$ cat src/rhpm_pkg.sv
`default_nettype none
package rhpm_pkg;
   localparam int PatternMax = 32;
   localparam int PtrBits = $clog2(PatternMax);
   localparam int LenBits = 6;
   localparam int OffsetBits = 32;
   localparam int HashBits = 30;
   localparam int CfgBits = 64;
   localparam int CfgIdxBits = 3;
   localparam logic [HashBits-1:0] HashMod = 30'd1000000009;
   localparam logic [4:0] HashBase = 5'd31;
   localparam logic [7:0] SymBias = 8'd96;

   localparam logic [CfgIdxBits-1:0] RegLength = 3'd0;
   localparam logic [CfgIdxBits-1:0] RegBytes0 = 3'd1;
   localparam logic [CfgIdxBits-1:0] RegBytes3 = 3'd4;

   typedef enum logic [3:0] {
      ST_IDLE, ST_RD, ST_SUB, ST_SUBRED, ST_MUL, ST_ADD, ST_CHK, ST_CMP,
      ST_OUT, ST_PAT, ST_PATRED
   } state_type;

   // symbol value of a byte, already in 0..mod-1
   function automatic logic [HashBits-1:0] sym_of(input logic [7:0] b);
      logic [HashBits-1:0] r;
      if (b >= SymBias) r = HashBits'(b - SymBias);
      else r = HashMod - HashBits'(SymBias - b);
      return r;
   endfunction

   // x * 31 reduced; x < mod, product < 31*mod so five conditional subtracts
   function automatic logic [HashBits-1:0] mul31_mod(input logic [HashBits-1:0] x);
      logic [HashBits+4:0] r;
      r = (HashBits+5)'(x) * (HashBits+5)'(HashBase);
      for (int k = 4; k >= 0; k--)
         if (r >= ((HashBits+5)'(HashMod) << k)) r = r - ((HashBits+5)'(HashMod) << k);
      return HashBits'(r);
   endfunction
endpackage
`default_nettype wire

$ cat src/rhpm_window_ram.sv
`default_nettype none
module rhpm_window_ram (
   input  wire logic                       clock,
   input  wire logic                       wr_en,
   input  wire logic [rhpm_pkg::PtrBits-1:0] wr_addr,
   input  wire logic [7:0]                 wr_data,
   input  wire logic [rhpm_pkg::PtrBits-1:0] rd_addr,
   output logic      [7:0]                 rd_data
);
   logic [7:0] mem [rhpm_pkg::PatternMax];
   always_ff @(posedge clock) begin
      if (wr_en) mem[wr_addr] <= wr_data;
      rd_data <= mem[rd_addr];
   end
endmodule
`default_nettype wire

$ cat src/rolling_hash_pattern_matcher.sv
`default_nettype none
// rolling_hash_pattern_matcher: streaming rabin-karp matcher
// req channel carries text_byte and first_byte; a transfer happens when
// req_valid is high and req_stall low. rsp channel gives match_position and
// position_saturated only for a confirmed match
// csr port: csr_write with csr_index 0 length, 1..4 pattern bytes; a write
// rebuilds the pattern hash with req_stall high
// the window sits in a 32 entry ram used as a circular buffer; each byte is
// one read of the oldest entry, a modular subtract, multiply by 31 and add
// it takes no new byte until it is through with the last; once the window is
// full the old symbol is multiplied by the leading power, 3 bits a cycle;
// a hash hit then compares the window with the pattern byte by byte,
// stopping at the first mismatch, and hands a match to the result register
// reset (synchronous) clears length, pattern, window fill, offset and result;
// ram contents are never read before being written inside the current window
// while rsp_stall is high the result holds; a second match waits inside and
// keeps req_stall high until the result register frees
module rolling_hash_pattern_matcher (
   input  wire logic         clock,
   input  wire logic         reset,
   input  wire logic         req_valid,
   output logic              req_stall,
   input  wire logic [7:0]   req_text_byte,
   input  wire logic         req_first_byte,
   output logic              rsp_valid,
   input  wire logic         rsp_stall,
   output logic [31:0]       rsp_match_position,
   output logic              rsp_position_saturated,
   input  wire logic         csr_write,
   input  wire logic [2:0]   csr_index,
   input  wire logic [63:0]  csr_data
);
   localparam int HB = rhpm_pkg::HashBits;
   localparam int PB = rhpm_pkg::PtrBits;
   localparam int DigitSteps = HB / 3;
   localparam logic [rhpm_pkg::OffsetBits-1:0] OffMax = '1;

   rhpm_pkg::state_type state_ff, state_in;
   logic [rhpm_pkg::LenBits-1:0] len_ff, len_in;
   logic [63:0] pat_ff [4];
   logic [HB-1:0] whash_ff, whash_in, phash_ff, phash_in, lpow_ff, lpow_in;
   logic [HB-1:0] tmp_ff, tmp_in;
   logic [HB-1:0] prod_ff, prod_in;
   logic [HB-1:0] shift_ff, shift_in;
   logic [rhpm_pkg::OffsetBits-1:0] off_ff, off_in, cur_ff, cur_in;
   logic [rhpm_pkg::LenBits-1:0] fill_ff, fill_in, cnt_ff, cnt_in;
   logic [PB-1:0] head_ff, head_in;
   logic [7:0] byte_ff, byte_in;
   logic full_ff, full_in;
   logic pat_busy_ff, pat_busy_in;
   logic out_valid_ff, out_valid_in;
   logic [31:0] pos_ff, pos_in;
   logic sat_ff, sat_in;
   logic [rhpm_pkg::LenBits-1:0] m;
   logic [7:0] rd_data;
   logic [PB-1:0] rd_addr;
   logic wr_en;
   logic [HB-1:0] sub_acc;
   logic [HB:0] sum;

   assign m = (len_ff > rhpm_pkg::LenBits'(rhpm_pkg::PatternMax))
              ? rhpm_pkg::LenBits'(rhpm_pkg::PatternMax) : len_ff;

   function automatic logic [7:0] pat_byte(input logic [63:0] p [4],
                                           input logic [rhpm_pkg::LenBits-1:0] i);
      logic [63:0] w;
      w = p[i[4:3]];
      return w[8*i[2:0] +: 8];
   endfunction

   rhpm_window_ram u_ram (
      .clock(clock), .wr_en(wr_en), .wr_addr(head_ff), .wr_data(byte_ff),
      .rd_addr(rd_addr), .rd_data(rd_data)
   );

   // one horner step of old*lpow: acc*8 + t*digit stays below 15*mod,
   // so four conditional subtracts reduce it
   function automatic logic [HB-1:0] mac_mod(input logic [HB-1:0] acc,
                                             input logic [HB-1:0] t,
                                             input logic [2:0] dig);
      logic [HB+3:0] r;
      r = (HB+4)'({acc, 3'b000}) + (HB+4)'(t) * (HB+4)'(dig);
      for (int k = 3; k >= 0; k--)
         if (r >= ((HB+4)'(rhpm_pkg::HashMod) << k)) r = r - ((HB+4)'(rhpm_pkg::HashMod) << k);
      return HB'(r);
   endfunction

   always_comb begin
      state_in = state_ff; len_in = len_ff; whash_in = whash_ff; phash_in = phash_ff;
      lpow_in = lpow_ff; tmp_in = tmp_ff; prod_in = prod_ff; off_in = off_ff;
      cur_in = cur_ff; fill_in = fill_ff; cnt_in = cnt_ff; head_in = head_ff;
      byte_in = byte_ff; full_in = full_ff; pat_busy_in = pat_busy_ff;
      shift_in = shift_ff;
      pos_in = pos_ff; sat_in = sat_ff;
      out_valid_in = out_valid_ff;
      if (out_valid_ff && !rsp_stall) out_valid_in = 1'b0;
      wr_en = 1'b0;
      rd_addr = head_ff - PB'(m);
      sub_acc = '0; sum = '0;
      req_stall = (state_ff != rhpm_pkg::ST_IDLE) || pat_busy_ff;
      case (state_ff)
         rhpm_pkg::ST_IDLE: begin
            if (pat_busy_ff) begin
               state_in = rhpm_pkg::ST_PAT; cnt_in = '0;
               phash_in = '0; lpow_in = HB'(1); pat_busy_in = 1'b0;
            end else if (req_valid) begin
               byte_in = req_text_byte;
               if (req_first_byte) begin
                  fill_in = '0; whash_in = '0; cur_in = '0;
                  off_in = (OffMax != '0) ? rhpm_pkg::OffsetBits'(1) : '0;
               end else begin
                  cur_in = off_ff;
                  if (off_ff != OffMax) off_in = off_ff + 1'b1;
               end
               state_in = rhpm_pkg::ST_RD;
            end
         end
         rhpm_pkg::ST_RD: begin
            // ram read of the oldest byte issued this cycle via rd_addr
            full_in = (m != '0) && (fill_ff >= m);
            if (m == '0) begin
               wr_en = 1'b1; head_in = head_ff + 1'b1; state_in = rhpm_pkg::ST_IDLE;
            end else begin
               if (fill_ff < m) fill_in = fill_ff + 1'b1;
               state_in = rhpm_pkg::ST_SUB;
            end
         end
         rhpm_pkg::ST_SUB: begin
            tmp_in = rhpm_pkg::sym_of(rd_data);
            prod_in = '0;
            shift_in = lpow_ff;
            cnt_in = '0;
            state_in = full_ff ? rhpm_pkg::ST_SUBRED : rhpm_pkg::ST_MUL;
         end
         rhpm_pkg::ST_SUBRED: begin
            // old*lpow mod, lpow digits msb first, three bits a cycle
            sub_acc = mac_mod(prod_ff, tmp_ff, shift_ff[HB-1 -: 3]);
            prod_in = sub_acc;
            shift_in = shift_ff << 3;
            cnt_in = cnt_ff + 1'b1;
            if (cnt_ff == rhpm_pkg::LenBits'(DigitSteps - 1)) begin
               sum = {1'b0, whash_ff} + (HB+1)'(rhpm_pkg::HashMod) - {1'b0, sub_acc};
               whash_in = (sum >= (HB+1)'(rhpm_pkg::HashMod))
                          ? HB'(sum - (HB+1)'(rhpm_pkg::HashMod)) : HB'(sum);
               state_in = rhpm_pkg::ST_MUL;
            end
         end
         rhpm_pkg::ST_MUL: begin
            whash_in = rhpm_pkg::mul31_mod(whash_ff);
            state_in = rhpm_pkg::ST_ADD;
         end
         rhpm_pkg::ST_ADD: begin
            sum = {1'b0, whash_ff} + {1'b0, rhpm_pkg::sym_of(byte_ff)};
            whash_in = (sum >= (HB+1)'(rhpm_pkg::HashMod)) ? HB'(sum - (HB+1)'(rhpm_pkg::HashMod)) : HB'(sum);
            wr_en = 1'b1; head_in = head_ff + 1'b1;
            cnt_in = '0;
            state_in = rhpm_pkg::ST_CHK;
         end
         rhpm_pkg::ST_CHK: begin
            rd_addr = head_ff - PB'(m) + PB'(cnt_ff);
            if (fill_ff == m && whash_ff == phash_ff) state_in = rhpm_pkg::ST_CMP;
            else state_in = rhpm_pkg::ST_IDLE;
            cnt_in = '0;
         end
         rhpm_pkg::ST_CMP: begin
            rd_addr = head_ff - PB'(m) + PB'(cnt_ff + 1'b1);
            if (rd_data != pat_byte(pat_ff, cnt_ff)) state_in = rhpm_pkg::ST_IDLE;
            else if (cnt_ff + 1'b1 == m) state_in = rhpm_pkg::ST_OUT;
            cnt_in = cnt_ff + 1'b1;
         end
         rhpm_pkg::ST_OUT: begin
            // wait for the result register to free up
            if (!out_valid_ff || !rsp_stall) begin
               pos_in = 32'((cur_ff >= rhpm_pkg::OffsetBits'(m - 1'b1))
                             ? cur_ff - rhpm_pkg::OffsetBits'(m - 1'b1) : '0);
               sat_in = (off_ff == OffMax);
               out_valid_in = 1'b1;
               state_in = rhpm_pkg::ST_IDLE;
            end
         end
         rhpm_pkg::ST_PAT: begin
            if (cnt_ff >= m) state_in = rhpm_pkg::ST_IDLE;
            else begin
               phash_in = rhpm_pkg::mul31_mod(phash_ff);
               if (cnt_ff + 1'b1 < m) lpow_in = rhpm_pkg::mul31_mod(lpow_ff);
               state_in = rhpm_pkg::ST_PATRED;
            end
         end
         rhpm_pkg::ST_PATRED: begin
            sum = {1'b0, phash_ff} + {1'b0, rhpm_pkg::sym_of(pat_byte(pat_ff, cnt_ff))};
            phash_in = (sum >= (HB+1)'(rhpm_pkg::HashMod)) ? HB'(sum - (HB+1)'(rhpm_pkg::HashMod)) : HB'(sum);
            cnt_in = cnt_ff + 1'b1;
            state_in = rhpm_pkg::ST_PAT;
         end
         default: state_in = rhpm_pkg::ST_IDLE;
      endcase
      if (csr_write) begin
         if (csr_index == rhpm_pkg::RegLength) begin
            len_in = csr_data[rhpm_pkg::LenBits-1:0];
            fill_in = '0; whash_in = '0; pat_busy_in = 1'b1;
         end else if (csr_index <= rhpm_pkg::RegBytes3) begin
            pat_busy_in = 1'b1;
         end
      end
   end

   assign rsp_valid = out_valid_ff;
   assign rsp_match_position = pos_ff;
   assign rsp_position_saturated = sat_ff;

   always_ff @(posedge clock) begin
      if (reset) begin
         state_ff <= rhpm_pkg::ST_IDLE; len_ff <= '0; whash_ff <= '0; phash_ff <= '0;
         lpow_ff <= HB'(1); off_ff <= '0; fill_ff <= '0; head_ff <= '0;
         pat_busy_ff <= 1'b0; out_valid_ff <= 1'b0;
         for (int k = 0; k < 4; k++) pat_ff[k] <= '0;
      end else begin
         state_ff <= state_in; len_ff <= len_in; whash_ff <= whash_in; phash_ff <= phash_in;
         lpow_ff <= lpow_in; off_ff <= off_in; fill_ff <= fill_in; head_ff <= head_in;
         pat_busy_ff <= pat_busy_in; out_valid_ff <= out_valid_in;
         if (csr_write && csr_index >= rhpm_pkg::RegBytes0 && csr_index <= rhpm_pkg::RegBytes3)
            pat_ff[2'(csr_index - rhpm_pkg::RegBytes0)] <= csr_data;
      end
      tmp_ff <= tmp_in; prod_ff <= prod_in; shift_ff <= shift_in; cur_ff <= cur_in;
      cnt_ff <= cnt_in;
      byte_ff <= byte_in; full_ff <= full_in; pos_ff <= pos_in; sat_ff <= sat_in;
   end

   a_rsp_hold: assert property (@(posedge clock) disable iff (reset)
      rsp_valid && rsp_stall |=> rsp_valid && $stable(rsp_match_position)
                                 && $stable(rsp_position_saturated))
      else $error("result dropped under stall");
   a_no_accept_busy: assert property (@(posedge clock) disable iff (reset)
      state_ff != rhpm_pkg::ST_IDLE |-> req_stall) else $error("item taken while busy");
   a_fill_bound: assert property (@(posedge clock) disable iff (reset)
      fill_ff <= rhpm_pkg::LenBits'(rhpm_pkg::PatternMax)) else $error("fill overflow");
endmodule
`default_nettype wire

$ cat config.mk
export PLATFORM = sky130hd
export DESIGN_NAME = rolling_hash_pattern_matcher
export DESIGN_NICKNAME = d
export VERILOG_FILES = /design/src/rhpm_pkg.sv /design/src/rhpm_window_ram.sv /design/src/rolling_hash_pattern_matcher.sv
export SDC_FILE = /design/constraint.sdc
export NUM_CORES = 2
export LEC_CHECK = 0
export BUFFER_PORTS_ARGS = -buffer_cell sky130_fd_sc_hd__buf_2
export CAP_MARGIN = 20
export CORE_MARGIN = 10
export CORE_UTILIZATION = 40
export CTS_CLUSTER_DIAMETER = 40
export DETAILED_ROUTE_END_ITERATION = 8
export HOLD_SLACK_MARGIN = 0.1
export SYNTH_ARGS = -nofsm -noshare
export SYNTH_HDL_FRONTEND = slang
export SYNTH_SLANG_ARGS = --single-unit
$ cat constraint.sdc
create_clock -name clock -period 44.1 [get_ports clock]
set_input_delay 8.82 -clock clock [delete_from_list [all_inputs] [get_ports clock]]
set_output_delay 8.82 -clock clock [all_outputs]
set_load 0.01 [all_outputs]
# [After elaboration in Yosys (flattened, before gate mapping)]
# Memories as Yosys holds them, arrays and structs flattened. A register that Yosys moved wholly into a read port is not among the register bits.
# Index checks and enable logic that the tools add are counted.
[totals] register_bits=571 latch_bits=0 mem_bits_rw=256 mem_bits_ro=0 inputBits=81 out_inout_bits=35 wordCells=286 n_memories=1
[classes] addsub=46 multipliers=4 div=0 n_lt_le_gt_ge=36 n_eq_ne=25 shift=1 mux=115 bitwise=3 n_reduce_logical=32
[memory_table] name="u_ram.mem" depth=32 word_bits=8 read_ports=1 rd_clocked_by_memory_dff=1 wr=1 line_no="rhpm_window_ram.sv:10" rtl="logic [7:0] mem [rhpm_pkg::PatternMax];"
[op_table] cell="two-way mux 35 bit" n=36
[op_table] cell="two-way mux 30 bit" n=24
[op_table] cell="bitwise mux 256 bit" n=1
[op_table] cell="subtractor 30 bit (second input constant)" n=7
[op_table] cell="two-way mux 34 bit" n=6
[op_table] cell="two-way mux 64 bit" n=3
[op_table] cell="case mux 30 bit (2 select lines)" n=3
[op_table] cell="binary-select mux 64 bit (select 2 bit)" n=1
[op_table] cell="demux 64 bit (select 2 bit)" n=1
[op_table] cell="case mux 30 bit (4 select lines)" n=1
[op_table] cell="greater-or-equal comparator 35 x 30 -> 1 bit (second input constant)" n=3
[op_table] cell="greater-or-equal comparator 35 x 31 -> 1 bit (second input constant)" n=3
[op_table] cell="greater-or-equal comparator 35 x 32 -> 1 bit (second input constant)" n=3
[op_table] cell="greater-or-equal comparator 35 x 33 -> 1 bit (second input constant)" n=3
[op_table] cell="greater-or-equal comparator 35 x 34 -> 1 bit (second input constant)" n=3
[op_table] cell="multiplier 30 x 5 -> 35 bit (second input constant)" n=3
[op_table] cell="subtractor 35 x 31 -> 35 bit (second input constant)" n=3
[op_table] cell="subtractor 35 x 32 -> 35 bit (second input constant)" n=3
[op_table] cell="subtractor 35 x 33 -> 35 bit (second input constant)" n=3
[op_table] cell="subtractor 35 x 34 -> 35 bit (second input constant)" n=3
[op_table] cell="greater-or-equal comparator 31 x 30 -> 1 bit (second input constant)" n=3
[op_table] cell="case mux 30 bit (3 select lines)" n=1
[op_table] cell="subtractor 28 x 9 -> 29 bit (first input constant)" n=3
[op_table] cell="two-way mux 32 bit" n=2
[op_table] cell="other kinds (71)" n=140

# [Longest topological paths before layout]
[depth] depth_word=26 depth_mapped=83 depth_no_buf=79

# [Modules after synthesis]
# A second synthesis with hierarchy kept.
[unflattened] cells_unflattened=10140 hier_area_um2=85333.1
[by_module_without_submodules] module="rolling_hash_pattern_matcher" instances=1 cells_per_inst=9723 area_each_um2=75279.7 seq_area_each_um2=12592.1
[by_module_without_submodules] module="rhpm_window_ram" instances=1 cells_per_inst=417 area_each_um2=10053.4 seq_area_each_um2=7847.5

# [Worst setup path after synthesis]
# OpenSTA, ideal clock, no wires.
[synth_path] kind="register -> register" from="register shift_ff[27]" to="register whash_ff[1]" setup_ns=0.133 arrival_time_ns=16.947 required_time_ns=43.967 path_slack_ns=27.019 path_stages_with_launch=82 path_buffers=4 period_less_slack_ns=17.081 cell_sequence="edfxtp_1 clkbuf_1 and2_1 fa_1 inv_1 fa_1 inv_1 ha_1 fa_1 a21o_1 a21oi_1 o21bai_1 a21oi_1 o21bai_1 a21o_1 a21o_1 a311oi_2 o21ai_0 [46 not listed] o21ai_0 a21oi_1 o21ai_0 a21boi_0 o21ai_0 a21boi_0 nor2_1 or2_2 nor2_1 or2_2 nor2_1 nor2_1 o41ai_1 a41oi_1 clkbuf_1 mux2_2 a222oi_1 o22ai_1"
[synth_between] elab_chain_cells=21 elab_cells_between_ends=26 cone_classes="add/sub: 7; mul: 1; order compare: 5; mux: 13"
[synth_rtl] item="start, declared" line_no="rolling_hash_pattern_matcher.sv:44" rtl="logic [HB-1:0] shift_ff, shift_in;"
[synth_rtl] item="start signal, assigned" line_no="rolling_hash_pattern_matcher.sv:224" rtl="tmp_ff <= tmp_in; prod_ff <= prod_in; shift_ff <= shift_in; cur_ff <= cur_in;"
[synth_rtl] item="multiplier 30 x 3 -> 33 bit (*)" line_no="rolling_hash_pattern_matcher.sv:82" rtl="r = (HB+4)'({acc, 3'b000}) + (HB+4)'(t) * (HB+4)'(dig);"
[synth_rtl] item="adder 33 x 33 -> 34 bit (*)" line_no="rolling_hash_pattern_matcher.sv:82"
[synth_rtl] item="subtractor 34 x 33 -> 34 bit or greater-or-equal comparator 34 x 33 -> 1 bit (tied branches)" line_no="rolling_hash_pattern_matcher.sv:84" rtl="if (r >= ((HB+4)'(rhpm_pkg::HashMod) << k)) r = r - ((HB+4)'(rhpm_pkg::HashMod) << k);"
[synth_rtl] item="two-way mux 34 bit (*)" line_no="rolling_hash_pattern_matcher.sv:84"
[synth_rtl] item="two-way mux 34 bit (*)" line_no="rolling_hash_pattern_matcher.sv:101" rtl="case (state_ff)"
[synth_rtl] item="subtractor 34 x 32 -> 34 bit or greater-or-equal comparator 34 x 32 -> 1 bit (tied branches)" line_no="rolling_hash_pattern_matcher.sv:84"
[synth_rtl] item="two-way mux 34 bit (*)" line_no="rolling_hash_pattern_matcher.sv:84"
[synth_rtl] item="two-way mux 34 bit (*)" line_no="rolling_hash_pattern_matcher.sv:101"
[synth_rtl] item="[5 not listed]"
[synth_rtl] item="two-way mux 30 bit (*)" line_no="rolling_hash_pattern_matcher.sv:101"
[synth_rtl] item="subtractor 31 x 30 -> 31 bit (*)" line_no="rolling_hash_pattern_matcher.sv:142" rtl="sum = {1'b0, whash_ff} + (HB+1)'(rhpm_pkg::HashMod) - {1'b0, sub_acc};"
[synth_rtl] item="subtractor 30 bit or greater-or-equal comparator 31 x 30 -> 1 bit (tied branches)" line_no="rolling_hash_pattern_matcher.sv:144, rolling_hash_pattern_matcher.sv:143"
[synth_rtl] item="two-way mux 30 bit (*)" line_no="rolling_hash_pattern_matcher.sv:144" rtl="? HB'(sum - (HB+1)'(rhpm_pkg::HashMod)) : HB'(sum);"
[synth_rtl] item="two-way mux 30 bit (*)" line_no="rolling_hash_pattern_matcher.sv:141" rtl="if (cnt_ff == rhpm_pkg::LenBits'(DigitSteps - 1)) begin"
[synth_rtl] item="case mux 30 bit (4 select lines) (*)" line_no="rolling_hash_pattern_matcher.sv:101"
[synth_rtl] item="two-way mux 30 bit" line_no="rolling_hash_pattern_matcher.sv:198" rtl="if (csr_index == rhpm_pkg::RegLength) begin"
[synth_rtl] item="two-way mux 30 bit (*)" line_no="rolling_hash_pattern_matcher.sv:197" rtl="if (csr_write) begin"
[synth_rtl] item="end signal, assigned" line_no="rolling_hash_pattern_matcher.sv:218" rtl="state_ff <= state_in; len_ff <= len_in; whash_ff <= whash_in; phash_ff <= phash_in;"
[synth_rtl] item="end, declared" line_no="rolling_hash_pattern_matcher.sv:41" rtl="logic [HB-1:0] whash_ff, whash_in, phash_ff, phash_in, lpow_ff, lpow_in;"
# Mark *: on every way between the ends. The rest lies on a longest branch, timed or not. The select of a mux whose other input is x is not followed.
# A chain may end at the register's enable or synchronous reset.

# [Worst setup path after layout]
[layout_path] from="register shift_ff[27]" to="register whash_ff[15]"
# Same word-level chain as after synthesis.

==> flow_metrics.env <==
export IMPL_outcome="finished clean"
export IMPL_rows=170
export IMPL_cpPeakStageDelay_ns=0.73
export IMPL_avgSynthCellArea_um2=8.20
export IMPL_grt_pass1_wl_um=463000
export IMPL_synthCells=10500
export IMPL_synth_edf_count=408
export IMPL_fp_dieH_um=485
export IMPL_synth_common_cells="nand2_1 (1422), a21oi_1 (842), nor2_1 (837), xnor2_1 (621), o21ai_0 (493)"
export IMPL_synthToLayoutAreaGrowth_pct=8.69
export IMPL_clockRootBuffer="clkbuf_16"
export IMPL_synth_cell_types=142
export IMPL_first_pass_iters=6
export IMPL_min_period_ns=20.51
export IMPL_ys_async_sr_fraction=0
export IMPL_grt_overflow_total=0
export IMPL_clockBufferDepth=3
export IMPL_r2r_slack_ns=23.59
export IMPL_cts_reportedPaths_clkPinSlew_ns=0.05
export IMPL_start_util=0.403
export IMPL_cp_required_ns=44.68
export IMPL_cts_sinks=817
export IMPL_vias_per_cell=6.12
export IMPL_wl_um=298000
export IMPL_syn_nets=11300
export IMPL_core_um2=215000
export IMPL_cts_tree="built"
export IMPL_setup_viol_count_final=0
export IMPL_stdcell_area_um2=94000
export IMPL_synth_seq_cells=817
export IMPL_dpl_cell_area_um2=89700
export IMPL_synth_top_cell_area_share=0.142
export IMPL_ant_nets=0
export IMPL_postCtsSetupRepairBufs=0
export IMPL_clock_latency_ns=0.76
export IMPL_final_nets=11200
export IMPL_ys_warnings_count=0
export IMPL_num_vias=81800
export IMPL_hp_class="reg2reg"
export IMPL_drt_iter0_drc=8376
export IMPL_cts_buffers=120
export IMPL_synth_most_common_cell="nand2_1"
export IMPL_grt_pass1_vias=78300
export IMPL_startpoint_type="register"
export IMPL_yosysSeqAreaShare=0.236
export IMPL_dpl_hpwl_um=229000
export IMPL_hold_viol=0
export IMPL_rsz0062_at_grt="false"
export IMPL_crit_arrival_ns=21.09
export IMPL_ys_flop_type="dfxtp_1"
export IMPL_crit_path_frequent_cell="o21ai_0"
export IMPL_drc=0
export IMPL_endpoint_kind="register"
export IMPL_grt_max_degree=102
export IMPL_yosys_area_top_type="edfxtp_1"
export IMPL_synth_area_leaders="edfxtp_1 (14%), dfxtp_1 (9.5%), fa_1 (7.0%)"
export IMPL_setup_tns_ns=0
export IMPL_routedWlPerCell_um=22.3
export IMPL_fmax_mhz=48.8
export IMPL_skew_ns=0.0564
export IMPL_holdBufCountCts=0
export IMPL_crit_fanout=23
export IMPL_cts_resized=0
export IMPL_htree_levels=3
export IMPL_critPathSlowestCell="a2111oi_0"
export IMPL_portBuffers=115
export IMPL_netlist_area_um2=86500
export IMPL_cap_violations=0
export IMPL_die_area_um2=235000
export IMPL_slew_violations=0
export IMPL_grt_antenna_before_repair=35
export IMPL_ios=116
export IMPL_grt_total_usage=0.242
export IMPL_die_w_um=485
export IMPL_whs_ns=0.449
export IMPL_fin_crit_sh=0.465
export IMPL_critPathKind="reg2reg"
export IMPL_relSlewSlack=0.234
export IMPL_drive_gt1_frac=0.0890
export IMPL_final_util=0.438
export IMPL_finalWeightedCongestion=0.946
export IMPL_tightestPinTransition_ns=1.14
[worst max-delay path: cells and delay by family (launching register included)]
family	cells	cell delay (ns)
simple gates	17	4.08
xor+xnor	1	0.14
compound gates	42	11.07
buf+inv	7	0.90
mux	2	1.08
flops	1	0.53
fa+ha+maj	7	2.49
[stage by stage]
stage	instances	setup WS (ns)
3_3_place_gp	13100	23.96
3_5_place_dp	13100	23.81
4_1_cts	13400	23.77
6_report	13400	23.59
5_1_grt	13400	21.59
2_1_floorplan	10500	27.02
[layout make-up]
type                       count  area (µm²)
fill                       21500      121000
timing repair buffer         267        1820
tap                         2838        3550
clock inverter                87         985
clock buffer                 143        3190
sequential                   817       20400
inverter                     393        1480
antenna                        7        17.5
multi-input combinational   8827       62500
[per-layer routing]
metal,vias to the layer above,track usage,share of wire
met3,536,0.0370,0.067
met2,3041,0.391,0.45
met1,39800,0.334,0.45
met5,-,0,0.0015
met4,40,0.0660,0.029
li1,38400,-,-
[cell usage in the layout (no fill, tap or decap), types with 51 or more instances in the layout]
cell / synthesis / routed
a211o_1: 56 / 56
a211oi_1: 220 / 220
a21boi_0: 63 / 63
a21o_1: 140 / 140
a21oi_1: 842 / 839
a311oi_1: 53 / 51
a31oi_1: 131 / 131
and2_1: 209 / 209
and3_1: 110 / 108
buf_2: 85 / 114
buf_4: 35 / 144
clkbuf_16: 0 / 120
dfxtp_1: 409 / 409
edfxtp_1: 408 / 408
fa_1: 302 / 302
ha_1: 392 / 392
inv_1: 391 / 391
mux2_2: 59 / 59
mux2i_1: 84 / 82
mux4_2: 80 / 80
nand2_1: 1422 / 1421
nand2b_1: 84 / 84
nand3_1: 256 / 254
nand4_1: 102 / 102
nor2_1: 837 / 834
nor2b_1: 120 / 119
nor3_1: 268 / 267
nor4_1: 85 / 85
o211ai_1: 121 / 121
o21a_1: 90 / 89
o21ai_0: 493 / 492
o21ai_1: 77 / 76
o22ai_1: 77 / 77
or2_2: 63 / 63
or3_1: 89 / 89
xnor2_1: 621 / 620
xor2_1: 318 / 318
[state kept, by name, indices dropped and copies added, names as in the netlist, 12 cells and up]
name and cells:
pat_ff 256, u_ram.mem 256, cur_ff 32, off_ff 32, rsp_match_position 32, lpow_ff 30
phash_ff 30, prod_ff 30, shift_ff 30, whash_ff 30, tmp_ff 12
[logic make-up after synthesis]
logic type	after synthesis	share of synthesized area
flip-flops	817	0.236
AND/OR/NAND/NOR	3872	0.214
adder cells (fa/ha/maj)	694	0.127
buffers and inverters	896	0.0431
AO/OA/AOI/OAI	3090	0.245
XOR/XNOR	948	0.0970
multiplexers	223	0.0382
[worst paths after layout]
kind	depth (start not counted)	end	from
hold reg to reg	2	pat_ff[57]	pat_ff[57]
hold / removal	2	pat_ff[57]	pat_ff[57]
setup / recovery	76	whash_ff[15]	shift_ff[27]
setup reg to reg	76	whash_ff[15]	shift_ff[27]
Power is not shown: default switching activity piles up to over one toggle a cycle in this logic, so the estimate is an artifact.
